### src/nfa_string_recognizer_top_macros.svh
// assertion helpers, clocked on clk and disabled while rst_n is low
`ifndef NFA_STRING_RECOGNIZER_TOP_MACROS_SVH
`define NFA_STRING_RECOGNIZER_TOP_MACROS_SVH

`ifndef SYNTHESIS

`define NSR_ASSERT_SAME(label, ante, cons) \
  label: assert property (@(posedge clk) disable iff (!rst_n) (ante) |-> (cons)) \
    else $error("nsr assertion failed");

`define NSR_ASSERT_NEXT(label, ante, cons) \
  label: assert property (@(posedge clk) disable iff (!rst_n) (ante) |=> (cons)) \
    else $error("nsr assertion failed");

`else

`define NSR_ASSERT_SAME(label, ante, cons)

`define NSR_ASSERT_NEXT(label, ante, cons)

`endif

`endif

### src/nsr_pkg.sv
package nsr_pkg;

  localparam int NUM_STATES_DEF  = 16;
  localparam int MAX_EDGES_DEF   = 8;
  localparam int SYMBOL_BITS_DEF = 8;

  // fixed field widths of the item
  localparam int STATE_W  = 4;
  localparam int SLOT_W   = 3;
  localparam int SYM_W    = 8;
  localparam int CNT_IN_W = 4;
  localparam int CFG_W    = 5;

  localparam logic FUNC_EDGE   = 1'b0;
  localparam logic FUNC_SYMBOL = 1'b1;

  // register select bit of paddr
  localparam int   CFG_ADDR_W      = 3;
  localparam logic REG_STATE_COUNT = 1'b0;

  typedef enum logic [1:0] {
    ST_IDLE,
    ST_SCAN,
    ST_RESULT
  } ctrl_state_t;

  typedef struct packed {
    logic edge_wr;
    logic sym_load;
    logic scan_en;
    logic finish;
  } nsr_cmd_t;

  typedef struct packed {
    logic scan_end;
  } nsr_status_t;

endpackage

### src/nsr_ctrl.sv
module nsr_ctrl
  import nsr_pkg::*;
(
  input  logic        clk,
  input  logic        rst_n,
  input  logic        in_tvalid,
  input  logic        in_func,
  input  logic        out_tready,
  input  nsr_status_t status,
  output logic        in_tready,
  output logic        out_tvalid,
  output nsr_cmd_t    cmd
);

  ctrl_state_t state_r, state_nxt;
  logic        out_valid_r, out_valid_nxt;
  logic        out_free;

  assign out_free = !out_valid_r || out_tready;

  always_ff @(posedge clk) begin
    if (!rst_n) begin
      state_r     <= ST_IDLE;
      out_valid_r <= 1'b0;
    end else begin
      state_r     <= state_nxt;
      out_valid_r <= out_valid_nxt;
    end
  end

  always_comb begin
    state_nxt = state_r;
    unique case (state_r)
      ST_IDLE: begin
        if (in_tvalid && (in_func == FUNC_SYMBOL)) state_nxt = ST_SCAN;
      end
      ST_SCAN: begin
        if (status.scan_end) state_nxt = ST_RESULT;
      end
      ST_RESULT: begin
        if (out_free) state_nxt = ST_IDLE;
      end
      default: state_nxt = ST_IDLE;
    endcase
  end

  always_comb begin
    cmd       = '0;
    in_tready = 1'b0;
    unique case (state_r)
      ST_IDLE: begin
        in_tready    = 1'b1;
        cmd.edge_wr  = in_tvalid && (in_func == FUNC_EDGE);
        cmd.sym_load = in_tvalid && (in_func == FUNC_SYMBOL);
      end
      ST_SCAN: begin
        cmd.scan_en = 1'b1;
      end
      ST_RESULT: begin
        cmd.finish = out_free;
      end
      default: begin
        in_tready = 1'b0;
      end
    endcase
  end

  always_comb begin
    if (cmd.finish) begin
      out_valid_nxt = 1'b1;
    end else if (out_tready) begin
      out_valid_nxt = 1'b0;
    end else begin
      out_valid_nxt = out_valid_r;
    end
  end

  assign out_tvalid = out_valid_r;

endmodule

### src/nsr_dp.sv
module nsr_dp
  import nsr_pkg::*;
#(
  parameter int NUM_STATES  = NUM_STATES_DEF,
  parameter int MAX_EDGES   = MAX_EDGES_DEF,
  parameter int SYMBOL_BITS = SYMBOL_BITS_DEF
) (
  input  logic                clk,
  input  logic                rst_n,
  input  nsr_cmd_t            cmd,
  output nsr_status_t         status,
  input  logic [CFG_W-1:0]    state_count,
  input  logic [STATE_W-1:0]  edge_state,
  input  logic [SLOT_W-1:0]   edge_slot,
  input  logic [SYM_W-1:0]    edge_symbol,
  input  logic [STATE_W-1:0]  edge_next,
  input  logic [CNT_IN_W-1:0] edge_count,
  input  logic [SYM_W-1:0]    symbol,
  input  logic                first_symbol,
  input  logic                last_symbol,
  output logic                alive,
  output logic                final_active,
  output logic                done_res,
  output logic                accepted
);

  localparam int SW    = $clog2(NUM_STATES);
  localparam int IW    = $clog2(NUM_STATES + 1);
  localparam int LW    = (MAX_EDGES > 1) ? $clog2(MAX_EDGES) : 1;
  localparam int CW    = $clog2(MAX_EDGES + 1);
  localparam int AW    = SW + LW;
  localparam int DEPTH = NUM_STATES * (2 ** LW);
  localparam int DW    = SYMBOL_BITS + STATE_W;

  logic [NUM_STATES-1:0]  active_r;
  logic [NUM_STATES-1:0]  nxt_set_r;
  logic [CW-1:0]          counts_r [NUM_STATES];
  logic [DW-1:0]          edge_mem_r [DEPTH];
  logic [DW-1:0]          rd_data_r;
  logic                   rd_vld_r;
  logic [SYMBOL_BITS-1:0] sym_r;
  logic                   last_r;
  logic [IW-1:0]          idx_r;
  logic [LW-1:0]          slot_r;

  logic [IW-1:0]          n_eff;
  logic [SW-1:0]          n_top;
  logic [SW-1:0]          cur;
  logic [CW-1:0]          cur_cnt;
  logic [CW:0]            slot_inc;
  logic                   scan_end;
  logic                   issue;
  logic                   last_slot;
  logic [AW-1:0]          rd_addr;
  logic [AW-1:0]          wr_addr;
  logic                   st_ok;
  logic                   slot_ok;
  logic [CW-1:0]          cnt_sat;
  logic [SYMBOL_BITS-1:0] rd_sym;
  logic [STATE_W-1:0]     rd_dst;
  logic                   hit;

  // effective number of states
  always_comb begin
    if (state_count == '0) begin
      n_eff = IW'(1);
    end else if (32'(state_count) > NUM_STATES) begin
      n_eff = IW'(NUM_STATES);
    end else begin
      n_eff = IW'(state_count);
    end
  end

  assign n_top = SW'(n_eff - IW'(1));

  // scan walker over states and their edge slots
  assign scan_end        = (idx_r >= n_eff);
  assign status.scan_end = scan_end;
  assign cur             = idx_r[SW-1:0];
  assign cur_cnt         = counts_r[cur];
  assign slot_inc        = {1'b0, CW'(slot_r)} + (CW + 1)'(1);
  assign last_slot       = (slot_inc >= {1'b0, cur_cnt});
  assign issue           = cmd.scan_en && !scan_end && active_r[cur] && (CW'(slot_r) < cur_cnt);
  assign rd_addr         = {cur, slot_r};

  // edge write decode
  assign st_ok   = (32'(edge_state) < NUM_STATES);
  assign slot_ok = (32'(edge_slot) < MAX_EDGES);
  assign wr_addr = {SW'(edge_state), LW'(edge_slot)};
  assign cnt_sat = (32'(edge_count) > MAX_EDGES) ? CW'(MAX_EDGES) : CW'(edge_count);

  assign rd_sym = rd_data_r[DW-1:STATE_W];
  assign rd_dst = rd_data_r[STATE_W-1:0];
  assign hit    = rd_vld_r && (rd_sym == sym_r) && (32'(rd_dst) < 32'(n_eff));

  always_ff @(posedge clk) begin
    if (cmd.edge_wr && st_ok && slot_ok) begin
      edge_mem_r[wr_addr] <= {SYMBOL_BITS'(edge_symbol), edge_next};
    end
    rd_data_r <= edge_mem_r[rd_addr];
  end

  always_ff @(posedge clk) begin
    if (!rst_n) begin
      for (int i = 0; i < NUM_STATES; i++) begin
        counts_r[i] <= '0;
      end
    end else if (cmd.edge_wr && st_ok) begin
      counts_r[SW'(edge_state)] <= cnt_sat;
    end
  end

  always_ff @(posedge clk) begin
    if (!rst_n) begin
      active_r <= NUM_STATES'(1);
      rd_vld_r <= 1'b0;
      idx_r    <= '0;
      slot_r   <= '0;
    end else begin
      rd_vld_r <= issue;
      if (cmd.sym_load) begin
        if (first_symbol) active_r <= NUM_STATES'(1);
        idx_r  <= '0;
        slot_r <= '0;
      end else if (cmd.scan_en && !scan_end) begin
        if (issue && !last_slot) begin
          slot_r <= slot_r + LW'(1);
        end else begin
          idx_r  <= idx_r + IW'(1);
          slot_r <= '0;
        end
      end
      if (cmd.finish) begin
        active_r <= last_r ? NUM_STATES'(1) : nxt_set_r;
      end
    end
  end

  always_ff @(posedge clk) begin
    if (cmd.sym_load) begin
      sym_r     <= SYMBOL_BITS'(symbol);
      last_r    <= last_symbol;
      nxt_set_r <= '0;
    end else if (hit) begin
      nxt_set_r[SW'(rd_dst)] <= 1'b1;
    end
    if (cmd.finish) begin
      alive        <= |nxt_set_r;
      final_active <= nxt_set_r[n_top];
      done_res     <= last_r;
      accepted     <= last_r & nxt_set_r[n_top];
    end
  end

endmodule

### src/nfa_string_recognizer_top.sv
// channel  | dir | handshake             | payload
// in       | in  | in_tvalid / in_tready   | in_tdata, in_tuser, in_tlast
// out      | out | out_tvalid / out_tready | out_tdata, out_tlast
// cfg      | in  | apb write, pready = 1   | state_count at byte address 0
//
// edge item: taken whenever the block is idle
// symbol item: the scan visits each state below the count, one slot per edge if the state
//   is active and has edges, else one step; the edge memory yields one edge per cycle
// the result waits in an output register while the next item is taken; a further result
//   stays in the result state, holding off input, until that register drains
// rst_n is synchronous: active set {state 0}, edge counts zero, state_count 1

`include "nfa_string_recognizer_top_macros.svh"

module nfa_string_recognizer_top
  import nsr_pkg::*;
#(
  parameter int NUM_STATES  = NUM_STATES_DEF,
  parameter int MAX_EDGES   = MAX_EDGES_DEF,
  parameter int SYMBOL_BITS = SYMBOL_BITS_DEF
) (
  input  logic                  clk,
  input  logic                  rst_n,
  input  logic                  in_tvalid,
  output logic                  in_tready,
  // edge_state, edge_slot, edge_symbol, edge_next, edge_count, symbol, zero pad
  input  logic [31:0]           in_tdata,
  // func, first_symbol
  input  logic [1:0]            in_tuser,
  input  logic                  in_tlast,
  output logic                  out_tvalid,
  input  logic                  out_tready,
  // alive, final_active, accepted, zero pad
  output logic [7:0]            out_tdata,
  output logic                  out_tlast,
  input  logic                  cfg_psel,
  input  logic                  cfg_penable,
  input  logic                  cfg_pwrite,
  input  logic [CFG_ADDR_W-1:0] cfg_paddr,
  input  logic [31:0]           cfg_pwdata,
  output logic [31:0]           cfg_prdata,
  output logic                  cfg_pready
);

  nsr_cmd_t         cmd;
  nsr_status_t      status;
  logic [CFG_W-1:0] state_count_r;
  logic             cfg_wr;
  logic             alive;
  logic             final_active;
  logic             accepted;

  assign cfg_pready = 1'b1;
  assign cfg_wr     = cfg_psel && cfg_penable && cfg_pwrite && cfg_pready;

  always_ff @(posedge clk) begin
    if (!rst_n) begin
      state_count_r <= CFG_W'(1);
    end else if (cfg_wr && (cfg_paddr[2] == REG_STATE_COUNT)) begin
      state_count_r <= cfg_pwdata[CFG_W-1:0];
    end
  end

  assign cfg_prdata = (cfg_paddr[2] == REG_STATE_COUNT) ? {27'd0, state_count_r} : 32'd0;

  nsr_ctrl u_ctrl (
    .clk       (clk),
    .rst_n     (rst_n),
    .in_tvalid (in_tvalid),
    .in_func   (in_tuser[0]),
    .out_tready(out_tready),
    .status    (status),
    .in_tready (in_tready),
    .out_tvalid(out_tvalid),
    .cmd       (cmd)
  );

  nsr_dp #(
    .NUM_STATES (NUM_STATES),
    .MAX_EDGES  (MAX_EDGES),
    .SYMBOL_BITS(SYMBOL_BITS)
  ) u_dp (
    .clk         (clk),
    .rst_n       (rst_n),
    .cmd         (cmd),
    .status      (status),
    .state_count (state_count_r),
    .edge_state  (in_tdata[3:0]),
    .edge_slot   (in_tdata[6:4]),
    .edge_symbol (in_tdata[14:7]),
    .edge_next   (in_tdata[18:15]),
    .edge_count  (in_tdata[22:19]),
    .symbol      (in_tdata[30:23]),
    .first_symbol(in_tuser[1]),
    .last_symbol (in_tlast),
    .alive       (alive),
    .final_active(final_active),
    .done_res    (out_tlast),
    .accepted    (accepted)
  );

  assign out_tdata = {5'd0, accepted, final_active, alive};

  // a symbol item closes the input until its result is formed
  `NSR_ASSERT_NEXT(a_sym_blocks_input, in_tvalid && in_tready && in_tuser[0], !in_tready)
  // a formed result shows up on the output in the next cycle
  `NSR_ASSERT_NEXT(a_finish_to_out, cmd.finish, out_tvalid)
  // acceptance needs the verdict item and an active accepting state
  `NSR_ASSERT_SAME(a_accept_sane, out_tvalid && out_tdata[2], out_tlast && out_tdata[1])
  // no scan work while the block takes items
  `NSR_ASSERT_SAME(a_no_scan_idle, in_tready, !cmd.scan_en && !cmd.finish)

endmodule
### config.mk
export PLATFORM = sky130hd
export DESIGN_NAME = nfa_string_recognizer_top
export DESIGN_NICKNAME = d
export VERILOG_FILES = /design/src/nsr_pkg.sv /design/src/nsr_ctrl.sv /design/src/nsr_dp.sv /design/src/nfa_string_recognizer_top.sv
export VERILOG_INCLUDE_DIRS = /design/src /design/src/src
export SDC_FILE = /design/constraint.sdc
export NUM_CORES = 2
export LEC_CHECK = 0
export ABC_CLOCK_PERIOD_IN_PS = 5700
export BUFFER_PORTS_ARGS = -buffer_cell sky130_fd_sc_hd__buf_4
export CELL_PAD_IN_SITES_DETAIL_PLACEMENT = 0
export CELL_PAD_IN_SITES_GLOBAL_PLACEMENT = 2
export CORE_ASPECT_RATIO = 1.4
export CORE_MARGIN = 2
export CORE_UTILIZATION = 50
export CTS_CLUSTER_DIAMETER = 50
export DETAILED_ROUTE_END_ITERATION = 8
export PLACE_DENSITY_LB_ADDON = 0.1
export SLEW_MARGIN = 20
export SYNTH_ARGS = -nofsm -noshare
export SYNTH_HDL_FRONTEND = slang
export SYNTH_SLANG_ARGS = --single-unit
### constraint.sdc
create_clock -name clk -period 5.7 [get_ports clk]
set_input_delay 1.14 -clock clk [delete_from_list [all_inputs] [get_ports clk]]
set_output_delay 1.14 -clock clk [all_outputs]
set_load 0.02 [all_outputs]
Word-level counts from Yosys, hierarchy flattened

Memories as Yosys holds them, arrays and structs flattened. A register that Yosys moved wholly into a read port is not among the register bits.
Index checks and enable logic that the tools add are counted.

Bits of input ports: 77
Bits in registers: 62
Memories kept: 2
Output and inout port bits: 44
Bits in writable memories: 1600

Magnitude comparators: 10
Add/subtract/negate cells: 4
Reductions and logical operators: 27
Muxes and demuxes: 35
Eq/ne operators: 6
Bitwise logic cells: 6

Memory list:

| name            | words | bits a word | rd ports | clocked after Yosys merged registers in | write ports | RTL line     | text |
|---|---|---|---|---|---|---|---|
| u_dp.edge_mem_r | 128   | 12          | 1        | 1                                       | 1           | nsr_dp.sv:38 | `logic [DW-1:0] edge_mem_r [DEPTH];` |
| u_dp.counts_r   | 16    | 4           | 1        | 1                                       | 16          | nsr_dp.sv:37 | `logic [CW-1:0] counts_r [NUM_STATES];` |

Operators with widths:

| operator              | number |
|---|---|
| $mux W16              | 4 |
| $mux W4               | 5 |
| $or A16 B16 Y16       | 1 |
| $reduce_or A16 Y1     | 1 |
| $lt A4 B5 Y1 const B  | 3 |
| $mux W5               | 3 |
| $mux W1               | 14 |
| $logic_and A1 B1 Y1   | 12 |
| $bmux W1 S4           | 2 |
| $eq A8 B8 Y1          | 1 |
| $mux W2               | 4 |
| $ne A2 B1 Y1 const B  | 3 |
| $pmux W2 S3           | 1 |
| $reduce_bool A2 Y1    | 3 |
| $add A5 B1 Y5 const B | 1 |
| $ge A5 B4 Y1          | 1 |
| $ge A5 B5 Y1          | 1 |
| $gt A5 B5 Y1 const B  | 1 |
| $logic_not A5 Y1      | 1 |
| $lt A4 B5 Y1          | 1 |
| $add A3 B1 Y4 const B | 1 |
| $demux W1 S4          | 1 |
| $ge A4 B1 Y1 const B  | 1 |
| $gt A4 B4 Y1 const B  | 1 |
| 15 further kinds      | 21 |

Longest topological paths before layout

Depth after elaboration: 13
Mapped depth: 13
Depth with buffers taken out: 11

Hierarchy

Synthesis repeated with hierarchy kept, for this count alone.

Cell total of the unflattened synthesis: 3334
Area, all modules: 65597.9 um2

Modules (own cells, without submodules):

| module                    | cells each | area an instance (um2) | times used |
|---|---|---|---|
| nsr_dp                    | 3248       | 64878.5                | 1 |
| nfa_string_recognizer_top | 66         | 539.3                  | 1 |
| nsr_ctrl                  | 20         | 180.2                  | 1 |

Worst setup path after synthesis

No wires, ideal clock.

Path kind: flip-flop to flip-flop
Start point: reg (tool-made name)
End point: reg u_dp.slot_r[2]
Data required time: 5.624 ns
Path slack: 1.675 ns
Data arrival time: 3.949 ns
Stages on the path, launching flop included: 14
Setup time: 0.076 ns
Path buffers: 2
Cells stage by stage: dfxtp_1 -> buf_6 -> buf_1 -> mux4_2 -> mux4_2 -> inv_1 -> ha_1 -> nor2b_1 -> o21ai_0 -> a21oi_1 -> a222oi_1 -> nand2_1 -> or4_1 -> a31oi_1

RTL lines:

| what                 | RTL line      | text |
|---|---|---|
| to (signal assigned) | nsr_dp.sv:127 | `slot_r <= slot_r + LW'(1);` |
| to (decl)            | nsr_dp.sv:44  | `logic [LW-1:0] slot_r;` |

Worst setup path after layout

Start point: reg u_ctrl.state_r[1]
End point: mem u_dp.edge_mem_r[57][10] in the netlist's numbering (enable)

Cells in the longest elaborated chain, start to end: 4

Ends and longest elaborated chain:

| what                          | RTL line       | text |
|---|---|---|
| from (decl)                   | nsr_ctrl.sv:15 | `ctrl_state_t state_r, state_nxt;` |
| from (signal assigned)        | nsr_ctrl.sv:26 | `state_r <= state_nxt;` |
| $logic_not A2 Y1              | nsr_ctrl.sv:50 | `unique case (state_r)` |
| $mux W2                       | nsr_ctrl.sv:50 |  |
| $mux W1                       | nsr_dp.sv:97   | `if (cmd.edge_wr && st_ok && slot_ok) begin` |
| $mux W1 (not written as such) | nsr_dp.sv:98   | `edge_mem_r[wr_addr] <= {SYMBOL_BITS'(edge_symbol), edge_next};` |
| to (decl)                     | nsr_dp.sv:38   |  |

Every way passes these cells.

==> load_flow_metrics.sql <==
INSERT INTO impl_metrics (metric_group, metric, value, unit) VALUES
('sta', 'final-max-slew-violation-count', '0', ''),
('flow_run', 'max_capacitance_violation_total', '0', ''),
('clocking', 'post_cts.resized_instances', '0', ''),
('clocking', 'cts.sinks', '1678', ''),
('yosys', 'ys_ff_latch', '1678', ''),
('placed_design', 'globalplace.congestion', '0.8296', ''),
('worst_setup_path', 'reg2reg_from', 'u_ctrl.state_r[1]', ''),
('worst_setup_path', 'crit_path_max_incr_delay', '1.10', 'ns'),
('worst_setup_path', 'timing_worst_setup_path_type', 'reg -> reg', ''),
('detailed_routing', 'route.vias.total', '32110', ''),
('pwr', 'leakagePower', '23.57', 'nW'),
('sta', 'rsz0062_at_grt', 'false', ''),
('detailed_routing', 'drt_first_pass_iters', '7', ''),
('worst_setup_path', 'timing.critical_path.cells', 'nor2_1 -> nand3b_1 -> nor2_1 -> nand2_2 -> nor2_1', ''),
('yosys', 'synth_area', '65430', 'um^2'),
('worst_setup_path', 'timing.critical_path.to_type', 'flip-flop', ''),
('sta', 'setup_tns', '0', 'ns'),
('floorplan', 'floorplan.initialDensity', '0.5024', ''),
('finish', 'layout_common_cells', 'edfxtp_1 (1613), mux4_2 (406), nor2_1 (238)', ''),
('yosys', 'ys.flop_type', 'edfxtp_1', ''),
('clocking', 'holdBufCountCts', '0', ''),
('outcome', 'run_status', 'finished, final reports clean', ''),
('clocking', 'clockBufferDepth', '3', ''),
('sta', 'final.period_utilization', '0.7029', ''),
('yosys', 'synth.distinct_cells', '53', ''),
('worst_hold_path', 'hold-path-cell-count', '2', ''),
('worst_setup_path', 'crit_path_max_delay_family', 'simple AND/OR/NAND/NOR gates', ''),
('floorplan', 'design.die.area', '133800', 'um^2'),
('clocking', 'worstSkewPairLatency', '0.80', 'ns'),
('yosys', 'postSynthCellCount', '3234', ''),
('yosys', 'synth.avg_cell_area', '20.23', 'um^2'),
('worst_hold_path', 'hold_path_startpoint', 'u_dp.active_r[0]', ''),
('global_routing', 'grt_max_degree', '91', ''),
('worst_setup_path', 'r2r_setup_slack', '1.69', 'ns'),
('yosys', 'sequential_share_of_the_synthesized_area', '0.7601', ''),
('sta', 'whs', '0.4945', 'ns'),
('finish', 'drive_above_1_share', '0.2610', ''),
('global_routing', 'first_pass_grt_wire_length', '238400', 'um'),
('floorplan', 'coreArea', '130200', 'um^2'),
('placed_design', 'numPortBuffers', '57', ''),
('detailed_routing', 'detail_route.wl_per_cell', '31.51', 'um'),
('worst_setup_path', 'timing.critical_path.mode_cell', 'nor2_1', ''),
('clocking', 'cts-htree-levels', '4', ''),
('worst_setup_path', 'timing.critical_path.fanout_max', '16', ''),
('global_routing', 'gr-total-overflow', '0', ''),
('placed_design', 'dpl_cell_area', '68540', 'um^2'),
('worst_hold_path', 'hold_end', 'u_dp.active_r[0]', ''),
('worst_setup_path', 'critical-path-slowest-cell', 'nor2_1', ''),
('yosys', 'synth-warning-count', '0', ''),
('floorplan', 'ioPinCount', '121', ''),
('sta', 'worst_slew_margin_rel', '0.2220', ''),
('worst_setup_path', 'worstPathRequired', '6.12', 'ns'),
('detailed_routing', 'routed_wirelength', '167700', 'um'),
('worst_hold_path', 'hold_path_class', 'reg -> reg', ''),
('worst_setup_path', 'crit_reg_reg_endpoint', 'u_dp.edge_mem_r[57][10]', ''),
('detailed_routing', 'detail-route-antenna-nets', '0', ''),
('placed_design', 'place.detailed.hpwl', '106300', 'um'),
('finish', 'commonest_non_fill_non_tap_cell_in_the_layout', 'edfxtp_1', ''),
('finish', 'net_count_reported_at_finish', '3530', ''),
('yosys', 'number_of_flops_mapped_to_enable_cells_by_yosys', '1613', ''),
('global_routing', 'grt.total_usage', '0.2553', ''),
('pwr', 'power.density', '342.6', 'nW/um^2'),
('worst_setup_path', 'start_kind', 'flip-flop', ''),
('clocking', 'cts_root_buf', 'clkbuf_16', ''),
('clocking', 'cts-buffers-inserted', '162', ''),
('floorplan', 'placementRows', '157', ''),
('detailed_routing', 'remaining_drc_errors', '0', ''),
('yosys', 'ys_async_sr_fraction', '0', ''),
('finish', 'n_antenna_cell', '0', ''),
('pwr', 'max-vdd-ir-drop', '0.3129', 'mV'),
('global_routing', 'grt_antenna_before_repair', '2', '');
==> where the power goes <==
group	internal, mW	switching [mW]
clock	6.26	4.56
combinational	0.324	0.659
sequential	13.5	0.0340
total	20.1	5.25
==> how the worst max path moves through the flow <==
stage / startpoint / end / slack [ns] / depth (start not counted)
2_1_floorplan: flip-flop / u_dp.slot_r[2] / 1.68 / 13
3_3_place_gp: in_tuser[0] / u_dp.edge_mem_r[11][7] / 1.15 / 5
3_5_place_dp: in_tuser[0] / u_dp.edge_mem_r[51][9] / 1.12 / 5
4_1_cts: u_ctrl.state_r[1] / u_dp.edge_mem_r[11][9] / 1.61 / 5
5_1_grt: flip-flop / u_dp.idx_r[2] / 1.39 / 12
6_report: u_ctrl.state_r[1] / u_dp.edge_mem_r[57][10] / 1.69 / 5
==> routing by layer <==
metal,vias up,global-route usage,share of wire
met3,259,0.03945,0.056
met1,17130,0.3235,0.38
li1,13630,-,-
met4,0,0.1028,0.041
met5,-,0,0
met2,1097,0.4413,0.52
==> logic make-up (layout without fill, tap and decap cells) <==
group | after synthesis | in the layout | share of synthesized area
DFF | 1678 | 1678 | 0.7601
and+or+nand+nor | 572 | 572 | 0.03675
muxes | 513 | 513 | 0.1566
buffers and inverters | 227 | 533 | 0.01616
AOI/OAI and AO/OA | 213 | 213 | 0.02528
adders and majority gates | 18 | 18 | 0.003442
xor gates and xnor gates | 11 | 11 | 0.001473
other | 2 | 33 | 0.0001148
==> registers in the layout (all words and copies together) (netlist names), 2 cells and up, named ones only <==
register / cells
u_dp.sym_r: 8
u_dp.slot_r: 3
u_dp.idx_r: 5
u_dp.nxt_set_r: 16
u_dp.edge_mem_r: 1536
u_dp.active_r: 16
state_count_r: 5
u_ctrl.state_r: 2
u_dp.rd_data_r: 12
u_dp.counts_r: 64
==> cell type report <==
cell class / count / area [um^2]
Tap cell: 1749 / 2188
Multi-Input combinational cell: 1360 / 14970
Clock buffer: 202 / 4415
Fill cell: 9805 / 56150
Sequential cell: 1678 / 49750
Clock inverter: 98 / 928.4
Timing Repair Buffer: 214 / 1767
Inverter: 19 / 76.32
==> stage by stage <==
stage	instances	power (mW)	setup WS, ns
floorplan	3265	14.36	1.675
global placement	5016	14.81	1.150
detailed placement	5017	14.84	1.119
CTS	5317	25.59	1.614
global route	5320	26.08	1.389
finish	5320	25.39	1.693
==> worst min-delay path, delay by kind of cell, from the launching register on <==
kind | cells | cell delay, ns
AOI/OAI and AO/OA | 1 | 0.07
and+or+nand+nor | 1 | 0.06
DFF | 1 | 0.33
==> cells in the mapped netlist (all sizes together) (8+ instances only) <==
master / instances / share of area
nor3: 17 / 0.0013
mux4: 408 / 0.14
or3: 10 / 0.00096
ha: 18 / 0.0034
o21a: 13 / 0.0015
xor2: 8 / 0.0011
nor2: 292 / 0.017
edfxtp: 1613 / 0.74
a22oi: 15 / 0.0017
a32o: 24 / 0.0037
a21oi: 36 / 0.0028
a221oi: 73 / 0.010
nand2: 159 / 0.0091
o21ai: 17 / 0.0013
dfxtp: 65 / 0.020
clkbuf: 107 / 0.0061
nand3: 42 / 0.0032
o2111ai: 13 / 0.0017
nor2b: 13 / 0.0012
nor4: 9 / 0.00086
mux2i: 103 / 0.016
buf: 101 / 0.0089
inv: 18 / 0.0010
Note: power is estimated with default switching activity, not from simulation.
